$ cat src/rtl/core/mbl_pkg.sv
// mbl_pkg: shared widths, constants, register codes and item type for the
// multichannel biquad low-pass; no dependencies
`default_nettype none

package mbl_pkg;

  // channel count and field widths
  localparam int CHANNELS   = 16;
  localparam int CHAN_W     = 4;
  localparam int SAMPLE_W   = 9;
  localparam int CH_IDX_W   = (CHANNELS > 1) ? $clog2(CHANNELS) : 1;

  // configuration registers
  localparam int GAIN_W     = 12;
  localparam int FB1_W      = 10;
  localparam int FB2_W      = 8;
  localparam int CFG_IDX_W  = 2;
  localparam int CFG_DATA_W = 12;

  localparam logic [GAIN_W-1:0] GAIN_RST = GAIN_W'(36);
  localparam logic [FB1_W-1:0]  FB1_RST  = FB1_W'(440);
  localparam logic [FB2_W-1:0]  FB2_RST  = FB2_W'(193);

  typedef enum logic [CFG_IDX_W-1:0] {
    REG_GAIN = 2'd0,
    REG_FB1  = 2'd1,
    REG_FB2  = 2'd2
  } cfg_reg_e;

  // datapath widths
  localparam int Y_W     = 20;                // signed q.8 output history
  localparam int SUM_W   = SAMPLE_W + 2;      // x + 2*x1 + x2
  localparam int MUL_A_W = GAIN_W + 1;        // coefficient, signed view
  localparam int MUL_B_W = Y_W + 1;           // history operand, signed
  localparam int PROD_W  = MUL_A_W + MUL_B_W;
  localparam int ACC_W   = 32;
  localparam int WHOLE_W = Y_W - 8;

  // queue between front and back
  localparam int QDEPTH  = 4;
  localparam int QPTR_W  = $clog2(QDEPTH);
  localparam int QCNT_W  = QPTR_W + 1;

  // one classified sample word
  typedef struct packed {
    logic [CHAN_W-1:0]   channel;
    logic [SAMPLE_W-1:0] sample;
    logic                ch_ok;
  } item_t;

endpackage

`default_nettype wire

$ cat src/rtl/core/mbl_if.sv
// mbl_in_if and mbl_out_if: valid/ready channels for sample words and
// filtered words; depends on mbl_pkg
`default_nettype none

interface mbl_in_if;
  logic                         valid;
  logic                         ready;
  logic [mbl_pkg::CHAN_W-1:0]   channel;
  logic [mbl_pkg::SAMPLE_W-1:0] sample;

  modport source (output valid, output channel, output sample, input ready);
  modport sink   (input valid, input channel, input sample, output ready);
endinterface

interface mbl_out_if;
  logic                         valid;
  logic                         ready;
  logic [mbl_pkg::CHAN_W-1:0]   channel_out;
  logic [mbl_pkg::SAMPLE_W-1:0] filtered;

  modport source (output valid, output channel_out, output filtered, input ready);
  modport sink   (input valid, input channel_out, input filtered, output ready);
endinterface

`default_nettype wire

$ cat src/rtl/core/multichannel_biquad_lowpass.sv
// multichannel_biquad_lowpass: top level joining the front stage, the word
// queue and the filter back end; depends on mbl_pkg, mbl_if and submodules
// an accepted word passes the front register, the queue, the back end states
//   up to S_WB and the output register; the sequencer takes a word only in
//   S_IDLE and runs the three products of a word through one shared multiplier
// the input keeps accepting while the back end works, up to 5 words buffered
// reset: async active low; clears all channel histories and loads default gains
`default_nettype none

module multichannel_biquad_lowpass (
  input  wire logic                           clk_i,
  input  wire logic                           rst_ni,
  input  wire logic                           cfg_we_i,
  input  wire logic [mbl_pkg::CFG_IDX_W-1:0]  cfg_idx_i,
  input  wire logic [mbl_pkg::CFG_DATA_W-1:0] cfg_data_i,
  mbl_in_if.sink                              in_i,
  mbl_out_if.source                           out_o
);
  import mbl_pkg::*;

  item_t push_item;
  logic  push_valid;
  logic  push_ready;
  item_t pop_item;
  logic  pop_valid;
  logic  pop;

  // accept and classify
  mbl_front u_front (
    .clk_i        (clk_i),
    .rst_ni       (rst_ni),
    .in_i         (in_i),
    .push_item_o  (push_item),
    .push_valid_o (push_valid),
    .push_ready_i (push_ready)
  );

  // decoupling queue
  mbl_queue u_queue (
    .clk_i        (clk_i),
    .rst_ni       (rst_ni),
    .push_item_i  (push_item),
    .push_valid_i (push_valid),
    .push_ready_o (push_ready),
    .pop_item_o   (pop_item),
    .pop_valid_o  (pop_valid),
    .pop_i        (pop)
  );

  // filter back end
  mbl_back u_back (
    .clk_i      (clk_i),
    .rst_ni     (rst_ni),
    .cfg_we_i   (cfg_we_i),
    .cfg_idx_i  (cfg_idx_i),
    .cfg_data_i (cfg_data_i),
    .q_item_i   (pop_item),
    .q_valid_i  (pop_valid),
    .q_pop_o    (pop),
    .out_o      (out_o)
  );

endmodule

`default_nettype wire

$ cat src/rtl/core/mbl_front.sv
// mbl_front: input register stage that accepts sample words and classifies
// the channel number; depends on mbl_pkg and mbl_in_if
`default_nettype none

module mbl_front (
  input  wire logic          clk_i,
  input  wire logic          rst_ni,
  mbl_in_if.sink             in_i,
  output mbl_pkg::item_t     push_item_o,
  output logic               push_valid_o,
  input  wire logic          push_ready_i
);
  import mbl_pkg::*;

  logic  valid_q;
  item_t item_q;
  item_t item_d;
  logic  take;

  // stage is free when empty or when its word moves on this cycle
  assign in_i.ready = !valid_q || push_ready_i;
  assign take       = in_i.valid && in_i.ready;

  // classify: channels beyond the table pass through without state access
  always_comb begin
    item_d.channel = in_i.channel;
    item_d.sample  = in_i.sample;
    item_d.ch_ok   = int'(in_i.channel) < CHANNELS;
  end

  // stage valid
  always_ff @(posedge clk_i or negedge rst_ni) begin
    if (!rst_ni) begin
      valid_q <= 1'b0;
    end else if (take) begin
      valid_q <= 1'b1;
    end else if (push_ready_i) begin
      valid_q <= 1'b0;
    end
  end

  // stage payload
  always_ff @(posedge clk_i) begin
    if (take) begin
      item_q <= item_d;
    end
  end

  assign push_item_o  = item_q;
  assign push_valid_o = valid_q;

endmodule

`default_nettype wire

$ cat src/rtl/core/mbl_queue.sv
// mbl_queue: short fifo of classified words between front and back
// depends on mbl_pkg
`default_nettype none

module mbl_queue (
  input  wire logic           clk_i,
  input  wire logic           rst_ni,
  input  wire mbl_pkg::item_t push_item_i,
  input  wire logic           push_valid_i,
  output logic                push_ready_o,
  output mbl_pkg::item_t      pop_item_o,
  output logic                pop_valid_o,
  input  wire logic           pop_i
);
  import mbl_pkg::*;

  item_t             mem_q [QDEPTH];
  logic [QPTR_W-1:0] wr_ptr_q;
  logic [QPTR_W-1:0] rd_ptr_q;
  logic [QCNT_W-1:0] count_q;
  logic              do_push;
  logic              do_pop;

  assign push_ready_o = count_q != QCNT_W'(QDEPTH);
  assign pop_valid_o  = count_q != '0;
  assign do_push      = push_valid_i && push_ready_o;
  assign do_pop       = pop_i && pop_valid_o;
  assign pop_item_o   = mem_q[rd_ptr_q];

  // pointers and fill count
  always_ff @(posedge clk_i or negedge rst_ni) begin
    if (!rst_ni) begin
      wr_ptr_q <= '0;
      rd_ptr_q <= '0;
      count_q  <= '0;
    end else begin
      if (do_push) begin
        wr_ptr_q <= (wr_ptr_q == QPTR_W'(QDEPTH - 1)) ? '0 : wr_ptr_q + 1'b1;
      end
      if (do_pop) begin
        rd_ptr_q <= (rd_ptr_q == QPTR_W'(QDEPTH - 1)) ? '0 : rd_ptr_q + 1'b1;
      end
      if (do_push && !do_pop) begin
        count_q <= count_q + 1'b1;
      end else if (do_pop && !do_push) begin
        count_q <= count_q - 1'b1;
      end
    end
  end

  // storage
  always_ff @(posedge clk_i) begin
    if (do_push) begin
      mem_q[wr_ptr_q] <= push_item_i;
    end
  end

endmodule

`default_nettype wire

$ cat src/rtl/core/mbl_back.sv
// mbl_back: coefficient registers, per-channel history and the filter
// sequencer with one shared multiplier; depends on mbl_pkg and mbl_out_if
`default_nettype none

module mbl_back (
  input  wire logic                           clk_i,
  input  wire logic                           rst_ni,
  input  wire logic                           cfg_we_i,
  input  wire logic [mbl_pkg::CFG_IDX_W-1:0]  cfg_idx_i,
  input  wire logic [mbl_pkg::CFG_DATA_W-1:0] cfg_data_i,
  input  wire mbl_pkg::item_t                 q_item_i,
  input  wire logic                           q_valid_i,
  output logic                                q_pop_o,
  mbl_out_if.source                           out_o
);
  import mbl_pkg::*;

  typedef enum logic [2:0] {
    S_IDLE,
    S_MUL_SUM,
    S_MUL_Y1,
    S_MUL_Y2,
    S_SUB,
    S_WB
  } state_e;

  localparam logic signed [ACC_W-1:0] Y_MAX_A = ACC_W'(2 ** (Y_W - 1) - 1);
  localparam logic signed [ACC_W-1:0] Y_MIN_A = -ACC_W'(2 ** (Y_W - 1));
  localparam logic signed [WHOLE_W-1:0] OUT_MAX =
    WHOLE_W'(2 ** SAMPLE_W - 1);

  // coefficient registers
  logic [GAIN_W-1:0] gain_q;
  logic [FB1_W-1:0]  fb1_q;
  logic [FB2_W-1:0]  fb2_q;

  // per-channel history
  logic [SAMPLE_W-1:0]   hx1_q [CHANNELS];
  logic [SAMPLE_W-1:0]   hx2_q [CHANNELS];
  logic signed [Y_W-1:0] hy1_q [CHANNELS];
  logic signed [Y_W-1:0] hy2_q [CHANNELS];

  // working registers of the current word
  state_e                state_q;
  logic [CHAN_W-1:0]     ch_q;
  logic                  ok_q;
  logic [CH_IDX_W-1:0]   idx_q;
  logic [SAMPLE_W-1:0]   x_q;
  logic [SAMPLE_W-1:0]   x1_q;
  logic [SAMPLE_W-1:0]   x2_q;
  logic signed [Y_W-1:0] y1_q;
  logic signed [Y_W-1:0] y2_q;
  logic signed [PROD_W-1:0] prod_q;
  logic signed [ACC_W-1:0]  acc_q;

  // output register
  logic                  ovalid_q;
  logic [CHAN_W-1:0]     ochan_q;
  logic [SAMPLE_W-1:0]   ofilt_q;

  logic [CH_IDX_W-1:0]      q_idx;
  logic [SUM_W-1:0]         tap_sum;
  logic signed [MUL_A_W-1:0] mul_a;
  logic signed [MUL_B_W-1:0] mul_b;
  logic signed [PROD_W-1:0]  prod_c;
  logic signed [ACC_W-1:0]   y_full;
  logic signed [Y_W-1:0]     y_sat;
  logic signed [WHOLE_W-1:0] whole;
  logic [SAMPLE_W-1:0]       filt_c;
  logic                      out_free;
  logic                      wb_fire;

  assign q_idx    = CH_IDX_W'(q_item_i.channel);
  assign q_pop_o  = (state_q == S_IDLE) && q_valid_i;
  assign out_free = !ovalid_q || out_o.ready;
  assign wb_fire  = (state_q == S_WB) && out_free;

  // configuration writes
  always_ff @(posedge clk_i or negedge rst_ni) begin
    if (!rst_ni) begin
      gain_q <= GAIN_RST;
      fb1_q  <= FB1_RST;
      fb2_q  <= FB2_RST;
    end else if (cfg_we_i) begin
      case (cfg_idx_i)
        REG_GAIN: gain_q <= cfg_data_i[GAIN_W-1:0];
        REG_FB1:  fb1_q  <= cfg_data_i[FB1_W-1:0];
        REG_FB2:  fb2_q  <= cfg_data_i[FB2_W-1:0];
        default: ;
      endcase
    end
  end

  // shared multiplier operand select
  assign tap_sum = SUM_W'(x_q) + (SUM_W'(x1_q) << 1) + SUM_W'(x2_q);

  always_comb begin
    unique case (state_q)
      S_MUL_Y1: begin
        mul_a = $signed(MUL_A_W'(fb1_q));
        mul_b = MUL_B_W'(y1_q);
      end
      S_MUL_Y2: begin
        mul_a = $signed(MUL_A_W'(fb2_q));
        mul_b = MUL_B_W'(y2_q);
      end
      default: begin
        mul_a = $signed(MUL_A_W'(gain_q));
        mul_b = $signed(MUL_B_W'(tap_sum));
      end
    endcase
  end

  assign prod_c = mul_a * mul_b;

  // floor by 256, saturate the state, clamp the integer part
  always_comb begin
    y_full = acc_q >>> 8;
    if (y_full > Y_MAX_A) begin
      y_sat = Y_W'(Y_MAX_A);
    end else if (y_full < Y_MIN_A) begin
      y_sat = Y_W'(Y_MIN_A);
    end else begin
      y_sat = Y_W'(y_full);
    end
    whole = WHOLE_W'(y_sat >>> 8);
    if (!ok_q || whole < 0) begin
      filt_c = '0;
    end else if (whole > OUT_MAX) begin
      filt_c = SAMPLE_W'(OUT_MAX);
    end else begin
      filt_c = SAMPLE_W'(whole);
    end
  end

  // sequencer, multiply-accumulate and output register
  always_ff @(posedge clk_i or negedge rst_ni) begin
    if (!rst_ni) begin
      state_q  <= S_IDLE;
      ovalid_q <= 1'b0;
    end else begin
      if (wb_fire) begin
        ovalid_q <= 1'b1;
      end else if (out_o.ready) begin
        ovalid_q <= 1'b0;
      end
      unique case (state_q)
        S_IDLE: begin
          if (q_valid_i) begin
            state_q <= q_item_i.ch_ok ? S_MUL_SUM : S_WB;
          end
        end
        S_MUL_SUM: state_q <= S_MUL_Y1;
        S_MUL_Y1:  state_q <= S_MUL_Y2;
        S_MUL_Y2:  state_q <= S_SUB;
        S_SUB:     state_q <= S_WB;
        S_WB: begin
          if (out_free) begin
            state_q <= S_IDLE;
          end
        end
        default:   state_q <= S_IDLE;
      endcase
    end
  end

  // datapath registers of the current word
  always_ff @(posedge clk_i) begin
    if (q_pop_o) begin
      ch_q  <= q_item_i.channel;
      ok_q  <= q_item_i.ch_ok;
      idx_q <= q_idx;
      x_q   <= q_item_i.sample;
      if (q_item_i.ch_ok) begin
        x1_q <= hx1_q[q_idx];
        x2_q <= hx2_q[q_idx];
        y1_q <= hy1_q[q_idx];
        y2_q <= hy2_q[q_idx];
      end
    end
    prod_q <= prod_c;
    if (state_q == S_MUL_Y1) begin
      acc_q <= ACC_W'(prod_q) <<< 4;
    end else if (state_q == S_MUL_Y2) begin
      acc_q <= acc_q + ACC_W'(prod_q);
    end else if (state_q == S_SUB) begin
      acc_q <= acc_q - ACC_W'(prod_q);
    end
    if (wb_fire) begin
      ochan_q <= ch_q;
      ofilt_q <= filt_c;
    end
  end

  // history update at write-back
  always_ff @(posedge clk_i or negedge rst_ni) begin
    if (!rst_ni) begin
      for (int i = 0; i < CHANNELS; i++) begin
        hx1_q[i] <= '0;
        hx2_q[i] <= '0;
        hy1_q[i] <= '0;
        hy2_q[i] <= '0;
      end
    end else if (wb_fire && ok_q) begin
      hx2_q[idx_q] <= x1_q;
      hx1_q[idx_q] <= x_q;
      hy2_q[idx_q] <= y1_q;
      hy1_q[idx_q] <= y_sat;
    end
  end

  assign out_o.valid       = ovalid_q;
  assign out_o.channel_out = ochan_q;
  assign out_o.filtered    = ofilt_q;

endmodule

`default_nettype wire

$ cat src/flat_wrapper.sv
// flat-port wrapper written by rule: the top's interface ports become plain ports
module multichannel_biquad_lowpass_flat import mbl_pkg::*;
  (clk_i, rst_ni, cfg_we_i, cfg_idx_i, cfg_data_i, in_i_valid, in_i_channel, in_i_sample, in_i_ready, out_o_valid, out_o_channel_out, out_o_filtered, out_o_ready);
  mbl_in_if in_i_i ();
  mbl_out_if out_o_i ();
  input  wire logic clk_i;
  input  wire logic rst_ni;
  input  wire logic cfg_we_i;
  input  wire logic [mbl_pkg::CFG_IDX_W-1:0] cfg_idx_i;
  input  wire logic [mbl_pkg::CFG_DATA_W-1:0] cfg_data_i;
  input wire logic [$bits(in_i_i.valid)-1:0] in_i_valid;
  input wire logic [$bits(in_i_i.channel)-1:0] in_i_channel;
  input wire logic [$bits(in_i_i.sample)-1:0] in_i_sample;
  output wire logic [$bits(in_i_i.ready)-1:0] in_i_ready;
  output wire logic [$bits(out_o_i.valid)-1:0] out_o_valid;
  output wire logic [$bits(out_o_i.channel_out)-1:0] out_o_channel_out;
  output wire logic [$bits(out_o_i.filtered)-1:0] out_o_filtered;
  input wire logic [$bits(out_o_i.ready)-1:0] out_o_ready;
  assign in_i_i.valid = in_i_valid;
  assign in_i_i.channel = in_i_channel;
  assign in_i_i.sample = in_i_sample;
  assign in_i_ready = in_i_i.ready;
  assign out_o_valid = out_o_i.valid;
  assign out_o_channel_out = out_o_i.channel_out;
  assign out_o_filtered = out_o_i.filtered;
  assign out_o_i.ready = out_o_ready;
  multichannel_biquad_lowpass u_core (.clk_i(clk_i), .rst_ni(rst_ni), .cfg_we_i(cfg_we_i), .cfg_idx_i(cfg_idx_i), .cfg_data_i(cfg_data_i), .in_i(in_i_i), .out_o(out_o_i));
endmodule
$ cat config.mk
export PLATFORM = sky130hd
export DESIGN_NAME = multichannel_biquad_lowpass_flat
export DESIGN_NICKNAME = d
export VERILOG_FILES = /design/src/rtl/core/mbl_pkg.sv /design/src/rtl/core/mbl_if.sv /design/src/rtl/core/multichannel_biquad_lowpass.sv /design/src/rtl/core/mbl_front.sv /design/src/rtl/core/mbl_queue.sv /design/src/rtl/core/mbl_back.sv /design/src/flat_wrapper.sv
export SDC_FILE = /design/constraint.sdc
export NUM_CORES = 2
export LEC_CHECK = 0
export BUFFER_PORTS_ARGS = -buffer_cell sky130_fd_sc_hd__buf_2
export CORE_UTILIZATION = 55
export DETAILED_ROUTE_END_ITERATION = 10
export GPL_ROUTABILITY_DRIVEN = 0
export PLACE_DENSITY = 0.71
export SLEW_MARGIN = 20
export SYNTH_ARGS = -nofsm -noshare
export SYNTH_HDL_FRONTEND = slang
export SYNTH_SLANG_ARGS = --single-unit
export TNS_END_PERCENT = 30
$ cat constraint.sdc
create_clock -name clk_i -period 20.4 [get_ports clk_i]
set_input_delay 3.06 -clock clk_i [delete_from_list [all_inputs] [get_ports clk_i]]
set_output_delay 3.06 -clock clk_i [all_outputs]
set_load 0.1 [all_outputs]
-- After elaboration in Yosys (flattened, before gate mapping)
Memories as Yosys holds them, arrays and structs flattened.
Index checks and enable logic that the tools add are counted.
- memories kept: 1
- logic and storage cells: 190
- bits in writable memories: 52
- output and inout bits: 15
- flip-flop bits (word level): 1132
- bits of input ports: 32
- memories (memory ; depth ; width ; read ports ; clocked after memory_dff ; wr ports ; RTL line ; text):
    u_core.u_queue.mem_q ; 4 ; 13 ; 1 ; 0 ; 1 ; mbl_queue.sv:17 ; item_t mem_q [QDEPTH];
- reduce and logical (&&, ||, !) cells: 30
- $mul: 1
- add/subtract/negate cells: 8
- equality and inequality tests: 12
- mux-type cells: 42
- bitwise logic cells: 2
- order comparisons: 7
- operators with widths (cell ; count):
    320-bit bitwise mux ; 2
    144-bit bitwise mux ; 2
    20-bit binary-select mux with 4-bit select ; 2
    20-bit 2-to-1 mux ; 7
    32-bit 2-to-1 mux ; 3
    20-bit demux with 4-bit select ; 1
    9-bit binary-select mux with 4-bit select ; 2
    9-bit 2-to-1 mux ; 6
    21-bit one-hot mux with 2 select lines ; 1
    9-bit demux with 4-bit select ; 1
    32-bit adder ; 1
    13-bit by 21-bit multiplier with 32-bit output ; 1
    32-bit subtractor ; 1
    24-bit by 20-bit > comparator with 1-bit output (second input constant) ; 1
    24-bit by 20-bit < comparator with 1-bit output (second input constant) ; 1
    12-bit one-hot mux with 2 select lines ; 1
    3-bit one-hot mux with 6 select lines ; 1
    3-bit 2-to-1 mux ; 5
    12-bit by 10-bit > comparator with 1-bit output (second input constant) ; 1
    12-bit by 1-bit < comparator with 1-bit output (second input constant) ; 1
    11-bit by 9-bit adder with 11-bit output ; 1
    9-bit by 10-bit adder with 11-bit output ; 1
    5-bit >= comparator (second input constant) ; 2
    4-bit NOT with 5-bit output ; 2
    other kinds (21) ; 55

-- Depth between registers and ports, before layout
- word-level depth: 6
- gate-level depth with buffers: 35
- mapped depth without buffers: 32

-- Cells and area by module
From an unflattened synthesis, not the netlist that was laid out.
- cells, all modules: 4929
- area total of the unflattened synthesis: 61037.3 µm²
- by module, submodules not included (module ; times used ; cells each ; seq. area each (µm²) ; area an instance (µm²)):
    mbl_back ; 1 ; 4801 ; 28199.5 ; 58123.2
    mbl_queue ; 1 ; 109 ; 1856.8 ; 2458.6
    mbl_front ; 1 ; 19 ; 415.4 ; 455.4

-- Worst setup path before layout
Ideal clock, no wire load.
- path kind: register to register
- from: register u_core.u_back.x1_q[0]
- to: register u_core.u_back.prod_q[30]
- buffers on the path: 2
- data arrival time: 7632 ps
- cell stages (with the launch flop): 34
- period minus slack after synthesis: 7750 ps
- setup slack: 12650 ps
- setup time: 118 ps
- required time: 20282 ps
- path through: edfxtp_1 inv_1 clkbuf_1 fa_1 inv_1 ha_1 inv_1 fa_1 nor2b_1 o21ai_0 a21boi_0 o21ai_0 a21oi_1 mux2i_1 nor2_1 clkbuf_1 nand2b_1 fa_1 fa_1 inv_1 fa_1 fa_1 inv_1 fa_1 inv_1 ha_1 a211oi_1 nand2_1 a21oi_1 a21oi_1 a311oi_1 o21ai_1 o41a_1 xor2_1
- word-level cells in the longest chain between the ends: 4
- RTL lines (what ; RTL line ; text):
    start, declared ; mbl_back.sv:49 ; logic [SAMPLE_W-1:0] x1_q;
    start signal, assigned ; mbl_back.sv:175 ; x1_q <= hx1_q[q_idx];
    9-bit by 10-bit adder with 11-bit output ; mbl_back.sv:95 ; assign tap_sum = SUM_W'(x_q) + (SUM_W'(x1_q) << 1) + SUM_W'(x2_q);
    11-bit by 9-bit adder with 11-bit output ; mbl_back.sv:95 ;
    21-bit one-hot mux with 2 select lines ; mbl_back.sv:98 ; unique case (state_q)
    13-bit by 21-bit multiplier with 32-bit output ; mbl_back.sv:114 ; assign prod_c = mul_a * mul_b;
    net u_core.u_back.prod_c[30] ; mbl_back.sv:65 ; logic signed [PROD_W-1:0] prod_c;
    end signal, assigned ; mbl_back.sv:181 ; prod_q <= prod_c;
    end, declared ; mbl_back.sv:53 ; logic signed [PROD_W-1:0] prod_q;
The timed path passes the listed nets, and every way through them passes these cells.
A chain may end at the register's enable or synchronous reset.

-- Worst setup path in the final report
- from: register u_core.u_back.x_q[2]
- to: register u_core.u_back.prod_q[30]
- word-level cells in the longest chain between the ends: 4
- RTL lines (what ; RTL line ; text):
    start, declared ; mbl_back.sv:48 ; logic [SAMPLE_W-1:0] x_q;
    start signal, assigned ; mbl_back.sv:173 ; x_q <= q_item_i.sample;
    9-bit by 10-bit adder with 11-bit output ; mbl_back.sv:95 ;
    11-bit by 9-bit adder with 11-bit output ; mbl_back.sv:95 ;
    21-bit one-hot mux with 2 select lines ; mbl_back.sv:98 ;
    13-bit by 21-bit multiplier with 32-bit output ; mbl_back.sv:114 ;
    net u_core.u_back.prod_c[30] ; mbl_back.sv:65 ;
The timed path passes the listed nets, and every way through them passes these cells.

==> flow_summary.toml <==
[status]
status = "completed"

[cts]
hold_buffers = 0
clock_latency_ns = 0.74
htreeDepth = 3
cts_resized = 0
cts_made_buffers = 117
clock-sinks = 1183
clk_pin_slew_ns = 0.06
clk_path_buf_depth = 3
cts_setup_buffers = 0
cts-root-buf = "clkbuf_16"
cts_tree = "yes"

[worst_setup_path]
endpoint_kind = "flip-flop"
criticalPathCategory = "reg2reg"
path_common_cell = "fa_1"
slowest_delay_ns = 0.90
arrival_ns = 9.54
cp.required_ns = 21.00
cp_max_fo = 17
reg2reg_slack_ns = 11.46
start_kind = "flip-flop"
cpMaxStageDelayCell = "a2111oi_1"

[final_layout]
antenna_cells = 0
nNetsFinal = 5345
area_delta_synth_final_pct = 8.88
fillers = 8422
drive_gt1_share_pct = 22.3
seq_area_um2 = 30300
finish.instance_area_um2 = 66500
multi_input_comb_area_um2 = 28500
final_cells = 6547

[route]
via_count = 39400
drt_iter0_drc = 3734
drt_wl_total_um = 158000
drc = 0
wire_per_inst_um = 24.2
vias_per_cell = 6.02
ant_nets = 0
drt_first_pass_iters = 5

[yosys]
yosysUniqueCellTypes = 63
netlist_instances = 5041
synth_top_area_cell = "dfrtp_1"
synth_enable_flop_cells = 177
yosysTopAreaCellShare_pct = 39.3
ys_top_cells_by_count = "nand2_1 (985), dfrtp_1 (960), mux2_2 (480)"
synth_seq_cells = 1183
async_flop_share_pct = 82.0
synth.cell_area_um2 = 61100
ys_top_cells_by_area = "dfrtp_1 (39%), mux4_2 (11%), mux2_2 (8.9%)"
synth-seq-area-share_pct = 49.7
yosysMostFrequentCell = "nand2_1"
yosys_most_used_dff = "dfrtp_1"
syn_area_per_cell_um2 = 12.1
ys_warn_count = 0

[global_routing]
grt_pass1_wl_um = 245000
track_usage_pct = 29.0
antenna_found_initial = 5
grt_overflow = 0
grt_pass1_vias = 39900
grt_max_degree = 174

[floorplanning]
row_count = 121
dieArea_um2 = 112000
core_area_um2 = 109000
start_util_pct = 55.8
die_width_um = 335
die_h_um = 335
io-pin-count = 47

[timing]
fmax_mhz = 112
maxSlewHeadroom_pct = 21.9
worst_slack_ns = 11.46
fin_crit_ns = 8.94
fin_crit_sh_pct = 43.8
worstMarginPinSlew_ns = 1.16
rsz0062_at_grt = "false"
tns_ns = 0
setup_viol = 0
drv_slew = 0
hold_viol = 0
finClkSkew_ns = 0.0365

[placement]
pre_cts_slack_ns = 11.43
dpl-instance-area_um2 = 62600
hpwl_um = 96200
place_inst = 6323
io_buffers = 46

[min_path]
hp-class = "reg2reg"

[flow_run]
max_cap_violations = 0
## cell type report
type	instances	area share, %
repair buffers	122	1.29
flip-flops and latches	1183	45.6
clock buffers	171	5.02
inverters	304	1.72
clock inverters	52	0.747
multi-input cells	3239	42.8
well taps	1476	2.78
## sequential cells by signal (all words and copies together), names as in the netlist, 3 cells and up
signal,count
u_core.u_back.acc_q,32
u_core.u_back.x2_q,9
u_core.u_back.gain_q,12
u_core.u_back.hy2_q,320
u_core.u_back.out_o.filtered,9
u_core.u_back.y2_q,20
u_core.u_queue.count_q,3
u_core.u_back.hx2_q,144
u_core.u_back.hy1_q,320
u_core.u_back.fb1_q,10
u_core.u_back.x1_q,9
u_core.u_front.push_item_o,13
u_core.u_queue.mem_q,52
u_core.u_back.prod_q,32
u_core.u_back.fb2_q,8
u_core.u_back.y1_q,20
u_core.u_back.hx1_q,144
u_core.u_back.out_o.channel_out,4
u_core.u_back.x_q,9
u_core.u_back.state_q,3
u_core.u_back.idx_q,4
## metal layers
metal | up-vias | routed length [um] | global-route usage (%)
met4 | 4 | 4560 | 8.83
met2 | 1509 | 73900 | 44.6
met1 | 20500 | 65800 | 41.3
met5 | - | 27 | 0
met3 | 301 | 14200 | 6.60
li1 | 17200 | - | -
## final timing paths
path,startpoint,endpoint,depth (start not counted)
worst max-delay path,u_core.u_back.x_q[2],u_core.u_back.prod_q[30],28
worst min-delay path,u_core.u_back.hy2_q[247],u_core.u_back.hy2_q[247],2
worst max register to register,u_core.u_back.x_q[2],u_core.u_back.prod_q[30],28
worst min register to register,u_core.u_back.hy2_q[247],u_core.u_back.hy2_q[247],2
max in group asynchronous,rst_ni,u_core.u_back.fb1_q[6],5
min in group asynchronous,rst_ni,u_core.u_back.hy1_q[250],1
## placed cells by master, fill, tap and decap left out, drive strengths merged, types with 23 or more instances in the layout
cell type and n:
dfxtp 36, mux2 480, edfxtp 177, a21oi 94, nor3 32, fa 226
dfrtp 960, buf 122, inv 312, clkbuf 171, xnor2 64, clkinv 38
nand2 985, o21ai 425, mux4 303, mux2i 23, nor2 189, nor2b 24
xor2 33, a21o 23, ha 120
## worst max-delay path, delay by kind of cell, from the launching register on
| family | cells | cell delay [ns] |
|---|---|---|
| buf+inv | 4 | 0.21 |
| simple gates | 3 | 0.50 |
| fa+ha+maj | 8 | 3.81 |
| xor+xnor | 1 | 0.15 |
| compound gates | 12 | 3.53 |
| flops | 1 | 0.63 |
## through the flow
step | utilization [%] | hold WS (ns)
floorplan | - | 0.424
global placement | 57.2 | 0.453
detailed placement | 57.2 | 0.458
CTS | 60.7 | 0.474
global route | 60.7 | 0.484
finish | 60.7 | 0.474
## kinds of logic (layout without fill, tap and decap cells)
group / after synthesis / in the layout / share of synthesized area, %
AOI/OAI and AO/OA: 638 / 638 / 5.77
xor gates and xnor gates: 97 / 97 / 1.39
adders and majority gates: 346 / 346 / 9.87
buffers and inverters: 636 / 649 / 4.13
DFF: 1183 / 1183 / 49.7
muxes: 806 / 806 / 20.4
other: 2 / 19 / 0.0123
and+or+nand+nor: 1333 / 1333 / 8.76
Power is not shown: default switching activity piles up to over one toggle a cycle in this logic, so the estimate is an artifact.
